===== src/hdl/htr_pkg.sv =====
// ----------------------------------------------------------------------------
// htr_pkg: shared types and constants for the hall tachometer
// Holds the controller state encoding, register map and arithmetic constants.
// ----------------------------------------------------------------------------
package htr_pkg;

  // field widths
  localparam int unsigned SAMPLE_W = 10;
  localparam int unsigned TIME_W   = 32;
  localparam int unsigned COUNT_W  = 8;
  localparam int unsigned RPM_W    = 16;
  localparam int unsigned PROD_W   = RPM_W + COUNT_W;

  // apb register map
  localparam int unsigned CFG_ADDR_W = 3;
  localparam int unsigned CFG_DATA_W = 32;
  localparam logic        REG_ARM_THRESHOLD   = 1'b0;
  localparam logic        REG_REVS_PER_UPDATE = 1'b1;

  // register reset values
  localparam logic [SAMPLE_W-1:0] THRESHOLD_RST = 10'd430;
  localparam logic [COUNT_W-1:0]  REVS_RST      = 8'd20;

  // arithmetic constants
  localparam logic [RPM_W-1:0] RPM_NUMERATOR = 16'd60000;
  localparam logic [RPM_W-1:0] RPM_SAT       = 16'hFFFF;

  // last step indices of the serial divider and multiplier
  localparam logic [3:0] DIV_LAST = 4'(RPM_W - 1);
  localparam logic [3:0] MUL_LAST = 4'(COUNT_W - 1);

  // controller states
  typedef enum logic [3:0] {
    ST_IDLE = 4'b0001,
    ST_DIV  = 4'b0010,
    ST_MUL  = 4'b0100,
    ST_FIN  = 4'b1000
  } state_t;

endpackage


===== src/hdl/htr_if.sv =====
// ----------------------------------------------------------------------------
// htr_if: valid/ready channels of the hall tachometer
// Sample channel into the block and rpm result channel out of it.
// ----------------------------------------------------------------------------

// sample channel
interface htr_in_if;
  logic        valid;
  logic        ready;
  logic [9:0]  hall_sample;
  logic [31:0] time_ms;
  logic        clear_max;

  modport source (output valid, hall_sample, time_ms, clear_max, input ready);
  modport sink   (input valid, hall_sample, time_ms, clear_max, output ready);
endinterface

// rpm result channel
interface htr_out_if;
  logic        valid;
  logic        ready;
  logic [15:0] rpm_value;
  logic [15:0] rpm_peak;
  logic        rpm_updated;

  modport source (output valid, rpm_value, rpm_peak, rpm_updated, input ready);
  modport sink   (input valid, rpm_value, rpm_peak, rpm_updated, output ready);
endinterface


===== src/hdl/hall_tachometer_rpm.sv =====
// A sample that completes no update gives its result in the cycle after acceptance.
// An update runs the bit-serial divider (one quotient bit a cycle), then the shift-add
// multiplier (one count bit a cycle), then a finish step that waits for a free output;
// a zero or overlong window skips straight to the finish step. Throughput: one sample a
// cycle without updates while the output is free, none while an update runs. Reset
// (rst_n low, synchronous) clears the tachometer state and loads the register defaults.
// ----------------------------------------------------------------------------
// hall_tachometer_rpm: hall sensor tachometer
// Counts revolutions from hall samples and computes a saturated rpm with a
// running peak, using a serial divider and multiplier.
// ----------------------------------------------------------------------------
module hall_tachometer_rpm (
  input  logic                               clk,
  input  logic                               rst_n,
  htr_in_if.sink                             in_ch,
  htr_out_if.source                          out_ch,
  input  logic                               psel,
  input  logic                               penable,
  input  logic                               pwrite,
  input  logic [htr_pkg::CFG_ADDR_W-1:0]     paddr,
  input  logic [htr_pkg::CFG_DATA_W-1:0]     pwdata,
  output logic [htr_pkg::CFG_DATA_W-1:0]     prdata,
  output logic                               pready
);

  // configuration registers
  logic [htr_pkg::SAMPLE_W-1:0] thr_r;
  logic [htr_pkg::COUNT_W-1:0]  revs_r;

  // tachometer state
  logic                         armed_r;
  logic [htr_pkg::COUNT_W-1:0]  cnt_r;
  logic [htr_pkg::TIME_W-1:0]   last_r;
  logic [htr_pkg::RPM_W-1:0]    rpm_r;
  logic [htr_pkg::RPM_W-1:0]    max_r;
  htr_pkg::state_t              state_r;
  logic [3:0]                   step_r;

  // serial arithmetic
  logic [htr_pkg::RPM_W-1:0]    div_r;
  logic [htr_pkg::RPM_W-1:0]    rem_r;
  logic [htr_pkg::RPM_W-1:0]    quo_r;
  logic [htr_pkg::COUNT_W-1:0]  mcnt_r;
  logic [htr_pkg::PROD_W-1:0]   acc_r;

  // output register
  logic                         out_valid_r;
  logic [htr_pkg::RPM_W-1:0]    out_value_r;
  logic [htr_pkg::RPM_W-1:0]    out_peak_r;
  logic                         out_upd_r;

  logic                         in_fire;
  logic                         out_free;
  logic                         out_load;
  logic                         cfg_wr;
  logic                         armed_nxt;
  logic [htr_pkg::COUNT_W-1:0]  cnt_nxt;
  logic                         upd_now;
  logic [htr_pkg::TIME_W-1:0]   elapsed;
  logic [htr_pkg::RPM_W-1:0]    max_clr;
  logic [htr_pkg::RPM_W:0]      trial;
  logic [htr_pkg::RPM_W:0]      diff;
  logic                         qbit;
  logic [htr_pkg::RPM_W-1:0]    rem_nxt;
  logic [htr_pkg::PROD_W-1:0]   acc_nxt;
  logic [htr_pkg::RPM_W-1:0]    rpm_fin;
  logic [htr_pkg::RPM_W-1:0]    peak_fin;

  // apb access
  assign pready = 1'b1;
  assign cfg_wr = psel && penable && pwrite && pready;
  assign prdata = (paddr[2] == htr_pkg::REG_REVS_PER_UPDATE)
                  ? {{(htr_pkg::CFG_DATA_W-htr_pkg::COUNT_W){1'b0}}, revs_r}
                  : {{(htr_pkg::CFG_DATA_W-htr_pkg::SAMPLE_W){1'b0}}, thr_r};

  always_ff @(posedge clk) begin
    if (!rst_n) begin
      thr_r  <= htr_pkg::THRESHOLD_RST;
      revs_r <= htr_pkg::REVS_RST;
    end else if (cfg_wr) begin
      case (paddr[2])
        htr_pkg::REG_ARM_THRESHOLD:   thr_r  <= pwdata[htr_pkg::SAMPLE_W-1:0];
        htr_pkg::REG_REVS_PER_UPDATE: revs_r <= pwdata[htr_pkg::COUNT_W-1:0];
        default: ;
      endcase
    end
  end

  // handshakes
  assign out_free     = !out_valid_r || out_ch.ready;
  assign in_ch.ready  = (state_r == htr_pkg::ST_IDLE) && out_free;
  assign in_fire      = in_ch.valid && in_ch.ready;

  // pulse detection on the incoming sample
  always_comb begin
    armed_nxt = armed_r;
    cnt_nxt   = cnt_r;
    if (in_ch.hall_sample < thr_r) begin
      armed_nxt = 1'b1;
    end else if (in_ch.hall_sample > thr_r && armed_r) begin
      armed_nxt = 1'b0;
      cnt_nxt   = cnt_r + 8'd1;
    end
  end

  assign upd_now = cnt_nxt >= revs_r;
  assign elapsed = in_ch.time_ms - last_r;
  assign max_clr = in_ch.clear_max ? '0 : max_r;

  // result register reloads on a plain sample or a finished update
  assign out_load = ((state_r == htr_pkg::ST_IDLE) && in_fire && !upd_now)
                    || ((state_r == htr_pkg::ST_FIN) && out_free);

  // one restoring division step
  assign trial   = {rem_r, quo_r[htr_pkg::RPM_W-1]};
  assign diff    = trial - {1'b0, div_r};
  assign qbit    = trial >= {1'b0, div_r};
  assign rem_nxt = qbit ? diff[htr_pkg::RPM_W-1:0] : trial[htr_pkg::RPM_W-1:0];

  // one shift-add multiply step, count msb first
  assign acc_nxt = {acc_r[htr_pkg::PROD_W-2:0], 1'b0}
                   + (mcnt_r[htr_pkg::COUNT_W-1]
                      ? {{(htr_pkg::PROD_W-htr_pkg::RPM_W){1'b0}}, quo_r}
                      : '0);

  // saturation and peak at the end of an update
  assign rpm_fin  = (|acc_r[htr_pkg::PROD_W-1:htr_pkg::RPM_W])
                    ? htr_pkg::RPM_SAT : acc_r[htr_pkg::RPM_W-1:0];
  assign peak_fin = (rpm_fin > max_r) ? rpm_fin : max_r;

  // control and tachometer state
  always_ff @(posedge clk) begin
    if (!rst_n) begin
      armed_r     <= 1'b0;
      cnt_r       <= '0;
      last_r      <= '0;
      rpm_r       <= '0;
      max_r       <= '0;
      state_r     <= htr_pkg::ST_IDLE;
      step_r      <= '0;
      out_valid_r <= 1'b0;
    end else begin
      if (out_load) begin
        out_valid_r <= 1'b1;
      end else if (out_ch.ready) begin
        out_valid_r <= 1'b0;
      end
      case (state_r)
        htr_pkg::ST_IDLE: begin
          if (in_fire) begin
            armed_r <= armed_nxt;
            max_r   <= max_clr;
            step_r  <= '0;
            if (upd_now) begin
              cnt_r  <= '0;
              last_r <= in_ch.time_ms;
              if (elapsed == '0 || elapsed[htr_pkg::TIME_W-1:htr_pkg::RPM_W] != '0) begin
                state_r <= htr_pkg::ST_FIN;
              end else begin
                state_r <= htr_pkg::ST_DIV;
              end
            end else begin
              cnt_r <= cnt_nxt;
            end
          end
        end
        htr_pkg::ST_DIV: begin
          if (step_r == htr_pkg::DIV_LAST) begin
            step_r  <= '0;
            state_r <= htr_pkg::ST_MUL;
          end else begin
            step_r <= step_r + 4'd1;
          end
        end
        htr_pkg::ST_MUL: begin
          if (step_r == htr_pkg::MUL_LAST) begin
            step_r  <= '0;
            state_r <= htr_pkg::ST_FIN;
          end else begin
            step_r <= step_r + 4'd1;
          end
        end
        htr_pkg::ST_FIN: begin
          if (out_free) begin
            rpm_r   <= rpm_fin;
            max_r   <= peak_fin;
            state_r <= htr_pkg::ST_IDLE;
          end
        end
        default: state_r <= htr_pkg::ST_IDLE;
      endcase
    end
  end

  // datapath registers
  always_ff @(posedge clk) begin
    case (state_r)
      htr_pkg::ST_IDLE: begin
        if (in_fire) begin
          div_r  <= elapsed[htr_pkg::RPM_W-1:0];
          rem_r  <= '0;
          quo_r  <= htr_pkg::RPM_NUMERATOR;
          mcnt_r <= cnt_nxt;
          if (elapsed == '0) begin
            acc_r <= {{(htr_pkg::PROD_W-htr_pkg::RPM_W){1'b0}}, htr_pkg::RPM_SAT};
          end else begin
            acc_r <= '0;
          end
          if (!upd_now) begin
            out_value_r <= rpm_r;
            out_peak_r  <= max_clr;
            out_upd_r   <= 1'b0;
          end
        end
      end
      htr_pkg::ST_DIV: begin
        rem_r <= rem_nxt;
        quo_r <= {quo_r[htr_pkg::RPM_W-2:0], qbit};
      end
      htr_pkg::ST_MUL: begin
        acc_r  <= acc_nxt;
        mcnt_r <= {mcnt_r[htr_pkg::COUNT_W-2:0], 1'b0};
      end
      htr_pkg::ST_FIN: begin
        if (out_free) begin
          out_value_r <= rpm_fin;
          out_peak_r  <= peak_fin;
          out_upd_r   <= 1'b1;
        end
      end
      default: ;
    endcase
  end

  // result channel
  assign out_ch.valid       = out_valid_r;
  assign out_ch.rpm_value   = out_value_r;
  assign out_ch.rpm_peak    = out_peak_r;
  assign out_ch.rpm_updated = out_upd_r;

  // checks
  a_peak_covers_update: assert property (@(posedge clk) disable iff (!rst_n)
    out_valid_r && out_upd_r |-> out_peak_r >= out_value_r)
    else $error("peak below freshly computed rpm");

  a_update_leaves_idle: assert property (@(posedge clk) disable iff (!rst_n)
    in_fire && upd_now |=> state_r != htr_pkg::ST_IDLE && !out_valid_r)
    else $error("update transaction did not start the serial datapath");

  a_busy_blocks_input: assert property (@(posedge clk) disable iff (!rst_n)
    state_r != htr_pkg::ST_IDLE |-> !in_ch.ready)
    else $error("sample accepted during rpm computation");

endmodule


===== src/flat_wrapper.sv =====
// flat-port wrapper written by rule: the top's interface ports become plain ports
module hall_tachometer_rpm_flat 
  (clk, rst_n, psel, penable, pwrite, paddr, pwdata, prdata, pready, in_ch_valid, in_ch_hall_sample, in_ch_time_ms, in_ch_clear_max, in_ch_ready, out_ch_valid, out_ch_rpm_value, out_ch_rpm_peak, out_ch_rpm_updated, out_ch_ready);
  htr_in_if in_ch_i ();
  htr_out_if out_ch_i ();
  input  logic clk;
  input  logic rst_n;
  input  logic psel;
  input  logic penable;
  input  logic pwrite;
  input  logic [htr_pkg::CFG_ADDR_W-1:0] paddr;
  input  logic [htr_pkg::CFG_DATA_W-1:0] pwdata;
  output logic [htr_pkg::CFG_DATA_W-1:0] prdata;
  output logic pready;
  input wire logic [$bits(in_ch_i.valid)-1:0] in_ch_valid;
  input wire logic [$bits(in_ch_i.hall_sample)-1:0] in_ch_hall_sample;
  input wire logic [$bits(in_ch_i.time_ms)-1:0] in_ch_time_ms;
  input wire logic [$bits(in_ch_i.clear_max)-1:0] in_ch_clear_max;
  output wire logic [$bits(in_ch_i.ready)-1:0] in_ch_ready;
  output wire logic [$bits(out_ch_i.valid)-1:0] out_ch_valid;
  output wire logic [$bits(out_ch_i.rpm_value)-1:0] out_ch_rpm_value;
  output wire logic [$bits(out_ch_i.rpm_peak)-1:0] out_ch_rpm_peak;
  output wire logic [$bits(out_ch_i.rpm_updated)-1:0] out_ch_rpm_updated;
  input wire logic [$bits(out_ch_i.ready)-1:0] out_ch_ready;
  assign in_ch_i.valid = in_ch_valid;
  assign in_ch_i.hall_sample = in_ch_hall_sample;
  assign in_ch_i.time_ms = in_ch_time_ms;
  assign in_ch_i.clear_max = in_ch_clear_max;
  assign in_ch_ready = in_ch_i.ready;
  assign out_ch_valid = out_ch_i.valid;
  assign out_ch_rpm_value = out_ch_i.rpm_value;
  assign out_ch_rpm_peak = out_ch_i.rpm_peak;
  assign out_ch_rpm_updated = out_ch_i.rpm_updated;
  assign out_ch_i.ready = out_ch_ready;
  hall_tachometer_rpm u_core (.clk(clk), .rst_n(rst_n), .in_ch(in_ch_i), .out_ch(out_ch_i), .psel(psel), .penable(penable), .pwrite(pwrite), .paddr(paddr), .pwdata(pwdata), .prdata(prdata), .pready(pready));
endmodule

===== config.mk =====
export PLATFORM = sky130hd
export DESIGN_NAME = hall_tachometer_rpm_flat
export DESIGN_NICKNAME = d
export VERILOG_FILES = /design/src/hdl/htr_pkg.sv /design/src/hdl/htr_if.sv /design/src/hdl/hall_tachometer_rpm.sv /design/src/flat_wrapper.sv
export SDC_FILE = /design/constraint.sdc
export NUM_CORES = 1
export LEC_CHECK = 0
export BUFFER_PORTS_ARGS = -buffer_cell sky130_fd_sc_hd__buf_2
export CORE_ASPECT_RATIO = 0.9
export CORE_MARGIN = 3
export CORE_UTILIZATION = 42
export CTS_CLUSTER_DIAMETER = 200
export DETAILED_ROUTE_END_ITERATION = 10
export HOLD_SLACK_MARGIN = 0.08
export PLACE_DENSITY = 0.63
export SKIP_LAST_GASP = 1
export SLEW_MARGIN = 20
export SYNTH_ARGS = -nofsm -noshare
export SYNTH_HDL_FRONTEND = slang
export SYNTH_SLANG_ARGS = --single-unit

===== constraint.sdc =====
create_clock -name clk -period 14.44 [get_ports clk]
set_input_delay 2.888 -clock clk [delete_from_list [all_inputs] [get_ports clk]]
set_output_delay 2.888 -clock clk [all_outputs]
set_load 0.01 [all_outputs]

* Word level (Yosys, flattened, before mapping) *
Index checks and enable logic that the tools add are counted.

storage, ports and cells
  register bits = 213
  input port bits = 85
  output and inout bits = 68

operators by class
  mux-type cells = 47
  add/sub/neg operators = 5
  eq/ne operators = 12
  reduce and logical (&&, ||, !) cells = 34
  $lt $le $gt $ge = 5
  bitwise logic cells = 1

operators by type and width
  cell                                                             count
  16-bit two-way mux                                               15
  16-bit one-hot mux with 2 select lines                           5
  24-bit one-hot mux with 2 select lines                           1
  4-bit two-way mux                                                9
  32-bit logical NOT                                               1
  8-bit two-way mux                                                4
  32-bit subtractor                                                1
  24-bit adder                                                     1
  24-bit two-way mux                                               1
  17-bit by 16-bit >= comparator with 1-bit output                 1
  16-bit > comparator                                              1
  4-bit one-hot mux with 4 select lines                            1
  8-bit one-hot mux with 2 select lines                            1
  16-bit nonzero test                                              1
  16-bit subtractor                                                1
  2-bit AND reduction                                              7
  4-bit one-hot mux with 3 select lines                            1
  10-bit > comparator                                              1
  10-bit < comparator                                              1
  10-bit two-way mux                                               1
  2-bit by 1-bit != test with 1-bit output, second input constant  5
  2-bit nonzero test                                               5
  3-bit AND reduction                                              3
  8-bit by 1-bit adder with 8-bit output, second input constant    1
  other kinds (17)                                                 35

* Depth between registers and ports, before layout *
Gate-level depths: netlist (run 1).

  depth after elaboration = 9
  gate-level depth with buffers = 21
  depth with buffers taken out = 20

* Least setup slack after synthesis (run 1) *
Ideal clock, no wire load.

  path kind = input port to flip-flop
  start point = in in_ch_hall_sample[3]
  end point = reg u_core.out_peak_r, in the netlist u_core.out_ch.rpm_peak[0] (enable)
  slack = 6.732 ns
  stages = 16
  arrival time = 7.274 ns
  setup time = 0.434 ns
  cell sequence = ha_1 -> a21o_1 -> a21o_1 -> a21oi_1 -> o211ai_1 -> and3b_1 -> clkbuf_1 -> and4_1 -> and3_1 -> and3_1 -> xor2_1 -> ha_1 -> a21oi_1 -> and2_1 -> nand3_1 -> a21oi_1

on the way
  cells in the longest elaborated chain, start to end = 7

RTL lines
  what                               line                        source
  start, declared                    flat_wrapper.sv:16          input wire logic [$bits(in_ch_i.hall_sample)-1:0] in_ch_hall_sample;
  10-bit > comparator                hall_tachometer_rpm.sv:100  end else if (in_ch.hall_sample > thr_r && armed_r) begin
  1-bit logical AND                  hall_tachometer_rpm.sv:100
  8-bit two-way mux                  hall_tachometer_rpm.sv:100
  8-bit two-way mux (*)              hall_tachometer_rpm.sv:98   if (in_ch.hall_sample < thr_r) begin
  8-bit >= comparator (*)            hall_tachometer_rpm.sv:106  assign upd_now = cnt_nxt >= revs_r;
  2-bit != test (no line) (*)        -
  4-bit AND reduction (no line) (*)  -
  end signal, assigned               hall_tachometer_rpm.sv:211  out_peak_r <= max_clr;
  end signal, assigned               hall_tachometer_rpm.sv:227  out_peak_r <= peak_fin;
  end, declared                      hall_tachometer_rpm.sv:49   logic [htr_pkg::RPM_W-1:0] out_peak_r;

Every way passes the cells marked *; elsewhere a longest branch is shown, timed or not.
A chain may end at the register's enable or synchronous reset.

* Worst setup path after layout (run 1) *
  start point = in in_ch_hall_sample[3]
  end point = reg u_core.out_peak_r, in the netlist u_core.out_ch.rpm_peak[15] (enable)

The elaborated chain is that of the path after synthesis.

==> results of run 1 <==
==> worst reg2reg max path, delay by kind of cell, from the launching register on <==
family | cells | cell delay, ns
AOI/OAI and AO/OA | 6 | 1.63
and+or+nand+nor | 6 | 1.49
adders and majority gates | 2 | 0.57
DFF | 1 | 0.30
xor gates and xnor gates | 1 | 0.21
buffers and inverters | 1 | 0.05
==> report_power, final <==
group	switching, W	internal (W)
clock	0.000264	0.000342
sequential	0.0000420	0.000757
combinational	0.000325	0.000212
total	0.000632	0.00131
==> worst max path at each step <==
| stage | cells after the start | slack [ns] | end |
|---|---|---|---|
| 2_1_floorplan | 16 | 6.73 | u_core.out_ch.rpm_peak[0] |
| 3_3_place_gp | 18 | 7.07 | u_core.out_ch.rpm_value[11] |
| 3_5_place_dp | 18 | 7.01 | u_core.out_ch.rpm_value[11] |
| 4_1_cts | 18 | 7.59 | u_core.out_ch.rpm_peak[15] |
| 5_1_grt | 18 | 7.35 | u_core.out_ch.rpm_peak[15] |
| 6_report | 16 | 7.69 | u_core.out_ch.rpm_peak[15] |
==> cells by family after synthesis <==
| group | Yosys count | share of synthesized area |
|---|---|---|
| DFF | 213 | 0.412 |
| and+or+nand+nor | 497 | 0.182 |
| xor gates and xnor gates | 56 | 0.0375 |
| adders and majority gates | 101 | 0.0983 |
| AOI/OAI and AO/OA | 377 | 0.194 |
| muxes | 15 | 0.0118 |
| other | 2 | 0.000574 |
| buffers and inverters | 198 | 0.0639 |
==> cells in the final DEF, fill, tap and decap left out, drive strengths merged, types with 37 or more instances in the layout <==
master,netlist,layout
buf,25,114
a21boi,51,51
edfxtp,113,113
a21oi,61,61
o21ai,104,104
nand2,204,204
dfxtp,100,100
nor2,99,99
inv,121,122
ha,98,98
nand3,37,37
==> registers in the layout, indices dropped and copies added (netlist names) <==
register / cells
u_core.out_ch.valid: 1
u_core.armed_r: 1
u_core.div_r: 16
u_core.thr_r: 10
u_core.last_r: 32
u_core.acc_r: 24
u_core.step_r: 4
u_core.out_ch.rpm_updated: 1
u_core.cnt_r: 8
u_core.mcnt_r: 8
u_core.max_r: 16
u_core.out_ch.rpm_peak: 16
u_core.out_ch.rpm_value: 16
u_core.rem_r: 16
u_core.rpm_r: 16
u_core.revs_r: 8
u_core.quo_r: 16
u_core.state_r: 4
==> metrics by stage <==
step                       util  instance area, um^2  std cells
after detailed placement  0.459                13900       1920
after global placement    0.459                13900       1920
after global routing      0.485                14700       1966
after floorplan               -                13200       1480
final                     0.485                14700       1966
after CTS                 0.485                14700       1966
==> layout make-up <==
class,count,area (um^2),share of cell area
Clock inverter,19,143,0.00970
Tap cell,403,504,0.0343
Sequential cell,213,5400,0.367
Multi-Input combinational cell,1069,6980,0.474
Timing Repair Buffer,114,593,0.0403
Clock buffer,27,643,0.0437
Inverter,121,454,0.0309
==> routing by layer <==
| layer | vias to the layer above | track usage | wire (um) |
|---|---|---|---|
| met5 | - | 0 | 0 |
| met4 | 0 | 0.0370 | 524 |
| met3 | 40 | 0.0277 | 1190 |
| met2 | 183 | 0.266 | 12700 |
| met1 | 4752 | 0.244 | 14000 |
| li1 | 5277 | - | - |
==> results.yml, run 1 <==
global_route:
  grt_max_degree: 87
  number_of_global_route_vias_before_repair: 9611
  grt_antenna_before_repair: 0
  overflow: 0
  grt_pass1_wl_um: 47700
  global_route.usage.total: 0.169
worst_setup_path:
  reg2reg_from: "u_core.thr_r[3]"
  criticalPathCategory: "in2reg"
  ff_to_ff_setup_slack_ns: 9.80
  crit_arrival_ns: 6.92
  critical_path.slowest_cell: "a21oi_4"
  critical_path_buf_inv_count: 1
  crit_path_start: "in_ch_hall_sample[3]"
  r2r_end: "u_core.out_ch.rpm_peak[15]"
  worstSetupStartpointType: "input pin"
  cpPeakStageDelay_ns: 0.83
  worst-endpoint-required_ns: 14.61
  cpLargestDelayFamily: "compound AO/OA/AOI/OAI gates"
  r2r_cells: 16
  crit_path_cell_trace: "buf_2 > ha_1 > a21o_1 > a21o_1 > a21oi_1 > o211ai_1 > and3b_1 > and4_1 > and3_1 > and3_1 > xor2_1 > ha_1 > a21oi_1 > and2_1 > nand3_1 > a21oi_4"
  cp-end-kind: "flip-flop"
  critical_path_peak_fanout: 33
die:
  placeableCoreArea_um2: 30300
  row_count: 60
  die-area_um2: 33300
  start_util: 0.432
  dieWidth_um: 192
  io_pins: 153
  dieHeight_um: 173
route:
  via_cell_ratio: 5.21
  drc: 0
  drt_iter0_markers: 462
  total_wire_length_um: 28500
  drt-wirelength-per-cell_um: 14.5
  antenna_left: 0
  vias_after_detailed_routing: 10300
  detailedRoute.firstPassIterationCount: 5
worst_hold_path:
  hold_path.startpoint: "u_core.last_r[26]"
  hold_path_depth: 2
  hold_end: "u_core.last_r[26]"
  hold_path.class: "reg2reg"
layout:
  share_of_cells_above_drive_strength_1: 0.122
  num-fill-cells: 2940
  syn_to_final_growth_pct: 12.4
  antennaDiodeCount: 0
  nets_final: 1730
timing:
  unrepaired_setup_endpoints_after_global_routing: "false"
  maxSlewViolCount: 0
  timing.final.setup_violations: 0
  tightest_pin_transition_ns: 1.03
  timing.setup.tns_ns: 0
  finalWorstPathRequiredPeriod_ns: 6.75
  fin_worst_hold_slack_ns: 0.462
  relSlewSlack: 0.314
  max_freq_mhz: 148
  layout_setup_ws_ns: 7.69
  final_worst_path_period_share: 0.468
  worst_clk_skew_ns: 0.0301
  hold_violations: 0
placement:
  port-buffer-count: 105
  dp_hpwl_um: 20800
  place.gp.congestion: 0.843
  pre_cts_slack_ns: 7.01
power_and_ir_drop:
  power.density_nw_per_um2: 132
  power_w: 0.00194
  cellLeakagePower_nw: 6.04
  ir_worst_vdd_mv: 0.0955
cts:
  cts-htree-levels: 1
  cts_resized: 0
  path_clk_slew_ns: 0.06
  postCtsHoldBufs: 0
  cts_buffer_depth: 3
  cts_buffers: 25
  cts_root_buf: "clkbuf_16"
  post_cts_setup_buffer_count: 0
  clock_tree_from_tritoncts: "yes"
  cts_sinks: 213
  clock_insertion_delay_worst_skew_ns: 0.56
synth:
  synthArstFlopShare: 0
  synth_edf_count: 113
  syn_area_um2: 13100
  synth.distinct_cells: 77
  yosysWarnings: 0
  synth_top_cells_by_area: "edfxtp_1, dfxtp_1, ha_1, nand2_1, o21ai_0"
  yosys.area.top_type: "edfxtp_1"
  synth_cells: 1459
  synthDominantCellAreaShare: 0.259
  postSynthAreaPerCell_um2: 8.97
  synth.most_common_cell: "nand2_1"
  synth_seq_area_share: 0.412
  ys_seq_elements: 213
  dominantRegCellSynth: "edfxtp_1"
  yosys-top-cells-count: "nand2_1, inv_1, edfxtp_1"
job:
  cap_viol_max_count: 0
status:
  status: "complete, no violations"
Power figures use the tool's default switching activity.
==> run 2: changes to the inputs <==
==> constraint.sdc (replaced) <==
create_clock -name clk -period 6.7 [get_ports clk]
set_input_delay 1.34 -clock clk [delete_from_list [all_inputs] [get_ports clk]]
set_output_delay 1.34 -clock clk [all_outputs]
set_load 0.01 [all_outputs]
==> run 2 against run 1 <==
Sequential power up 120%. First-iteration DRC count is 31% higher. Power grew 120%. Via count grew 0.95%. Clock power rose by 120%. Combinational power is 120% higher. Design area rose by 0.21%. Die area is the same. Wire length is essentially flat. Highest routed layer unchanged.
==> results.yml, run 2 (same netlist as run 1, synthesis figures left out) <==
status:
  status: "complete, no violations"
layout:
  most_common_cell_after_layout_fill_and_taps_aside: "nand2_1"
  flip_flop_count_of_the_largest_register_all_copies_and_words_added: 32
  reg.largest.list: "u_core.last_r (32), u_core.acc_r (24)"
  syn_to_final_growth_pct: 12.6
  share_of_cells_above_drive_strength_1: 0.121
  nets_final: 1732
  finalNonFillerCells: 1967
  antennaDiodeCount: 0
  final_core_utilization: 0.486
  largest_register: "u_core.last_r"
  most_frequent_cells_in_the_layout: "nand2_1, inv_1, edfxtp_1, buf_2, dfxtp_1"
die:
  row_count: 60
  placeableCoreArea_um2: 30300
  io_pins: 153
  die-area_um2: 33300
  start_util: 0.432
  dieWidth_um: 192
  dieHeight_um: 173
cts:
  cts_root_buf: "clkbuf_16"
  clock_tree_from_tritoncts: "yes"
  cts_buffers: 25
  clock_insertion_delay_worst_skew_ns: 0.52
  postCtsHoldBufs: 0
  post_cts_setup_buffer_count: 0
  cts_resized: 0
  cts-htree-levels: 1
  path_clk_slew_ns: 0.06
  cts_buffer_depth: 3
  cts_sinks: 213
timing:
  final_worst_path_period_share: 0.745
  hold_violations: 0
  timing.setup.tns_ns: 0
  unrepaired_setup_endpoints_after_global_routing: "false"
  timing.final.setup_violations: 0
  relSlewSlack: 0.403
  finalWorstPathRequiredPeriod_ns: 4.99
  maxSlewViolCount: 0
  tightest_pin_transition_ns: 0.884
  max_freq_mhz: 200
  worst_clk_skew_ns: 0.00999
power_and_ir_drop:
  power.density_nw_per_um2: 285
  ir_worst_vdd_mv: 0.184
  cellLeakagePower_nw: 6.07
worst_setup_path:
  cp-end-kind: "flip-flop"
  crit_arrival_ns: 5.15
  worst-endpoint-required_ns: 6.87
  critical_path_peak_fanout: 33
  worstSetupStartpointType: "input pin"
  criticalPathCategory: "in2reg"
global_route:
  grt_pass1_wl_um: 47300
  grt_max_degree: 87
  number_of_global_route_vias_before_repair: 9545
  global_route.usage.total: 0.168
  overflow: 0
  grt_antenna_before_repair: 0
placement:
  dp_hpwl_um: 20700
  port-buffer-count: 105
  number_of_cells_in_the_design_after_placement: 1922
  place.gp.congestion: 0.849
route:
  total_wire_length_um: 28500
  via_cell_ratio: 5.26
  detailedRoute.firstPassIterationCount: 5
  met2WireLength_um: 12700
  met1Wirelength_um: 14000
  dr.max_layer_used: "met4"
  drt-wirelength-per-cell_um: 14.5
  antenna_left: 0
  met3_wl_um: 1180
  vias_after_detailed_routing: 10300
  drt_iter0_markers: 606
  drc: 0
job:
  cap_viol_max_count: 0
worst_hold_path:
  hold_path.class: "reg2reg"
run 2: cell types whose count changed in the layout (fill, tap and decap cells not counted), sizes merged:
cell / before / now
buf: 114 / 116
clkinvlp: 4 / 0
clkinv: 13 / 5
inv: 122 / 121
bufinv: 1 / 0
clkbuf: 27 / 40
run 2: metal layers:
metal | vias to the layer above | global-route usage
li1 | 5286 | -
met1 | 4837 | 0.242
met2 | 187 | 0.265
met3 | 39 | 0.0259
met4 | 0 | 0.0373
met5 | - | 0
run 2: area by class of cell:
| class | instances | area, um^2 |
|---|---|---|
| Multi-Input combinational cell | 1069 | 6970 |
| Clock inverter | 5 | 25.0 |
| Tap cell | 403 | 504 |
| Sequential cell | 213 | 5400 |
| Timing Repair Buffer | 116 | 608 |
| Inverter | 121 | 454 |
| Clock buffer | 40 | 779 |
| Fill cell | 2886 | 15600 |
run 2: path summary, 6_finish.rpt:
path | slack, ns | end | startpoint | cells past startpoint
setup reg to reg | 2.18 | u_core.max_r[4] | u_core.acc_r[20] | 17
setup / recovery | 1.71 | u_core.out_ch.rpm_value[8] | in_ch_hall_sample[3] | 17
hold / removal | 0.46 | u_core.last_r[15] | u_core.last_r[15] | 2
hold reg to reg | 0.46 | u_core.last_r[15] | u_core.last_r[15] | 2
run 2: worst max-delay path, cell delays in order:
cell	delay (ns)
buf_2	0.10
ha_1	0.30
a21o_1	0.16
a21o_1	0.16
a21oi_1	0.18
o211ai_1	0.12
and3b_1	0.27
and4_1	0.27
and3_1	0.23
and3_1	0.22
xor2_1	0.25
ha_1	0.30
a21oi_1	0.17
and2_1	0.32
nand3_1	0.18
a21oi_4	0.16
buf_4	0.39
run 2: through the flow:
step	hold WS, ns	setup slack (ns)	cell area, um^2	power (W)
detailed placement	0.460	1.19	13900	0.00291
floorplan	0.443	0.540	13200	0.00260
CTS	0.467	1.73	14700	0.00426
global placement	0.453	1.26	13900	0.00289
finish	0.462	1.71	14700	0.00421
global route	0.489	1.40	14700	0.00446
run 2: power by group:
| part | leakage [nW] | switching, W | total, W | internal (W) |
|---|---|---|---|---|
| registers | 1.91 | 0.0000901 | 0.00172 | 0.00163 |
| logic | 3.75 | 0.000703 | 0.00116 | 0.000461 |
| clock network | 0.400 | 0.000529 | 0.00132 | 0.000794 |
| total | 6.07 | 0.00132 | 0.00421 | 0.00288 |
==> run 3: changes to the inputs <==
==> constraint.sdc (replaced) <==
create_clock -name clk -period 4.6 [get_ports clk]
set_input_delay 0.92 -clock clk [delete_from_list [all_inputs] [get_ports clk]]
set_output_delay 0.92 -clock clk [all_outputs]
set_load 0.01 [all_outputs]
==> run 3 against run 2 <==
Die area is the same. Register-to-register slack lost 1.6 ns. Critical path depth is 2 lower. Power grew 47%. Non-clock buffer count increased by 19. Setup slack got worse by 1.2 ns.
==> results.yml, run 3 (same netlist as run 1, synthesis figures left out) <==
worst_setup_path:
  crit_path_start: "u_core.mcnt_r[7]"
  worst-endpoint-required_ns: 4.86
  r2r_cells: 15
  criticalPathCategory: "reg2reg"
  r2r_end: "u_core.acc_r[23]"
  critical_path_peak_fanout: 16
  ff_to_ff_setup_slack_ns: 0.54
  reg2reg_from: "u_core.mcnt_r[7]"
  crit_arrival_ns: 4.32
  worstSetupStartpointType: "flip-flop"
  cp-end-kind: "flip-flop"
  critPathCapture: "u_core.acc_r[23]"
placement:
  postPlaceCellArea_um2: 14100
  dp_hpwl_um: 21500
  place.gp.congestion: 0.842
  port-buffer-count: 105
  number_of_cells_in_the_design_after_placement: 1941
timing:
  max_freq_mhz: 246
  finalWorstPathRequiredPeriod_ns: 4.06
  fin_worst_hold_slack_ns: 0.461
  tightest_pin_transition_ns: 1.06
  maxSlewViolCount: 0
  worst_clk_skew_ns: 0.0240
  timing.final.setup_violations: 0
  relSlewSlack: 0.291
  final_worst_path_period_share: 0.882
  unrepaired_setup_endpoints_after_global_routing: "false"
  hold_violations: 0
  timing.setup.tns_ns: 0
route:
  vias_after_detailed_routing: 10400
  total_wire_length_um: 29000
  antenna_left: 0
  detailedRoute.firstPassIterationCount: 5
  via_cell_ratio: 5.26
  drt-wirelength-per-cell_um: 14.6
  drt_iter0_markers: 480
  drc: 0
cts:
  post_cts_setup_buffer_count: 0
  cts_root_buf: "clkbuf_16"
  path_clk_slew_ns: 0.06
  cts_resized: 0
  cts_buffer_depth: 3
  cts_sinks: 213
  cts-htree-levels: 1
  postCtsHoldBufs: 0
  clock_tree_from_tritoncts: "yes"
  cts_buffers: 25
  clock_insertion_delay_worst_skew_ns: 0.54
layout:
  share_of_cells_above_drive_strength_1: 0.134
  syn_to_final_growth_pct: 14.2
  most_frequent_cells_in_the_layout: "nand2_1, inv_1, edfxtp_1, buf_2, dfxtp_1"
  nets_final: 1751
  reg.largest.list: "u_core.last_r (32), u_core.acc_r (24)"
  largest_register: "u_core.last_r"
  flip_flop_count_of_the_largest_register_all_copies_and_words_added: 32
  most_common_cell_after_layout_fill_and_taps_aside: "nand2_1"
  final_core_utilization: 0.493
  finalNonFillerCells: 1987
  antennaDiodeCount: 0
  finish.instance_area_um2: 15000
global_route:
  grt_antenna_before_repair: 0
  number_of_global_route_vias_before_repair: 10000
  overflow: 0
  grt_max_degree: 48
  global_route.usage.total: 0.172
  grt_pass1_wl_um: 48900
die:
  io_pins: 153
  die-area_um2: 33300
  placeableCoreArea_um2: 30300
  dieWidth_um: 192
  dieHeight_um: 173
  start_util: 0.432
  row_count: 60
power_and_ir_drop:
  cellLeakagePower_nw: 6.18
  power.density_nw_per_um2: 414
  ir_worst_vdd_mv: 0.274
status:
  status: "complete, no violations"
job:
  cap_viol_max_count: 0
worst_hold_path:
  hold_path.class: "reg2reg"
-- run 3: cell type report --
cell class	instances	area, um^2
fill	2910	15400
multi-input combinational	1069	6990
sequential	213	5400
timing repair buffer	135	788
clock buffer	37	732
tap	403	504
inverter	121	454
clock inverter	9	82.6
-- run 3: critical path, cell delays in order (launching register included) --
cell       delay [ns]
edfxtp_1         0.58
and2_1           0.19
ha_1             0.16
inv_1            0.05
fa_1             0.40
nor2b_1          0.11
o21ai_0          0.10
a21oi_1          0.23
o21ai_0          0.18
a2111oi_0        0.65
o21ai_0          0.31
a21oi_1          0.25
a31o_2           0.24
nand4_1          0.12
xor2_1           0.15
nor2_1           0.05
-- run 3: worst min-delay path by stage --
stage,startpoint,end,slack (ns),depth (start not counted)
2_1_floorplan,u_core.last_r[26],u_core.last_r[26],0.44,2
3_3_place_gp,u_core.last_r[8],u_core.last_r[8],0.45,2
3_5_place_dp,u_core.last_r[28],u_core.last_r[28],0.46,2
4_1_cts,u_core.last_r[27],u_core.last_r[27],0.46,2
5_1_grt,u_core.last_r[2],u_core.last_r[2],0.48,2
6_report,u_core.last_r[6],u_core.last_r[6],0.46,2
-- run 3: report_power, final --
group	switching [W]	leakage [nW]	internal (W)
combinational	0.00104	3.87	0.000693
clock	0.000779	0.404	0.00116
sequential	0.000136	1.91	0.00237
-- run 3: metal layers --
layer | vias to the layer above | share of wire | GRT usage
met5 | - | 0 | 0
met4 | 0 | 0.015 | 0.0331
met3 | 30 | 0.038 | 0.0230
met2 | 182 | 0.46 | 0.283
met1 | 4922 | 0.49 | 0.244
li1 | 5312 | - | -
-- run 3: metrics by stage --
stage,setup slack (ns),power (W)
5_1_grt,0.225,0.00658
3_3_place_gp,0.0830,0.00425
2_1_floorplan,0.0106,0.00379
4_1_cts,0.580,0.00626
3_5_place_dp,0.0235,0.00429
6_report,0.543,0.00618
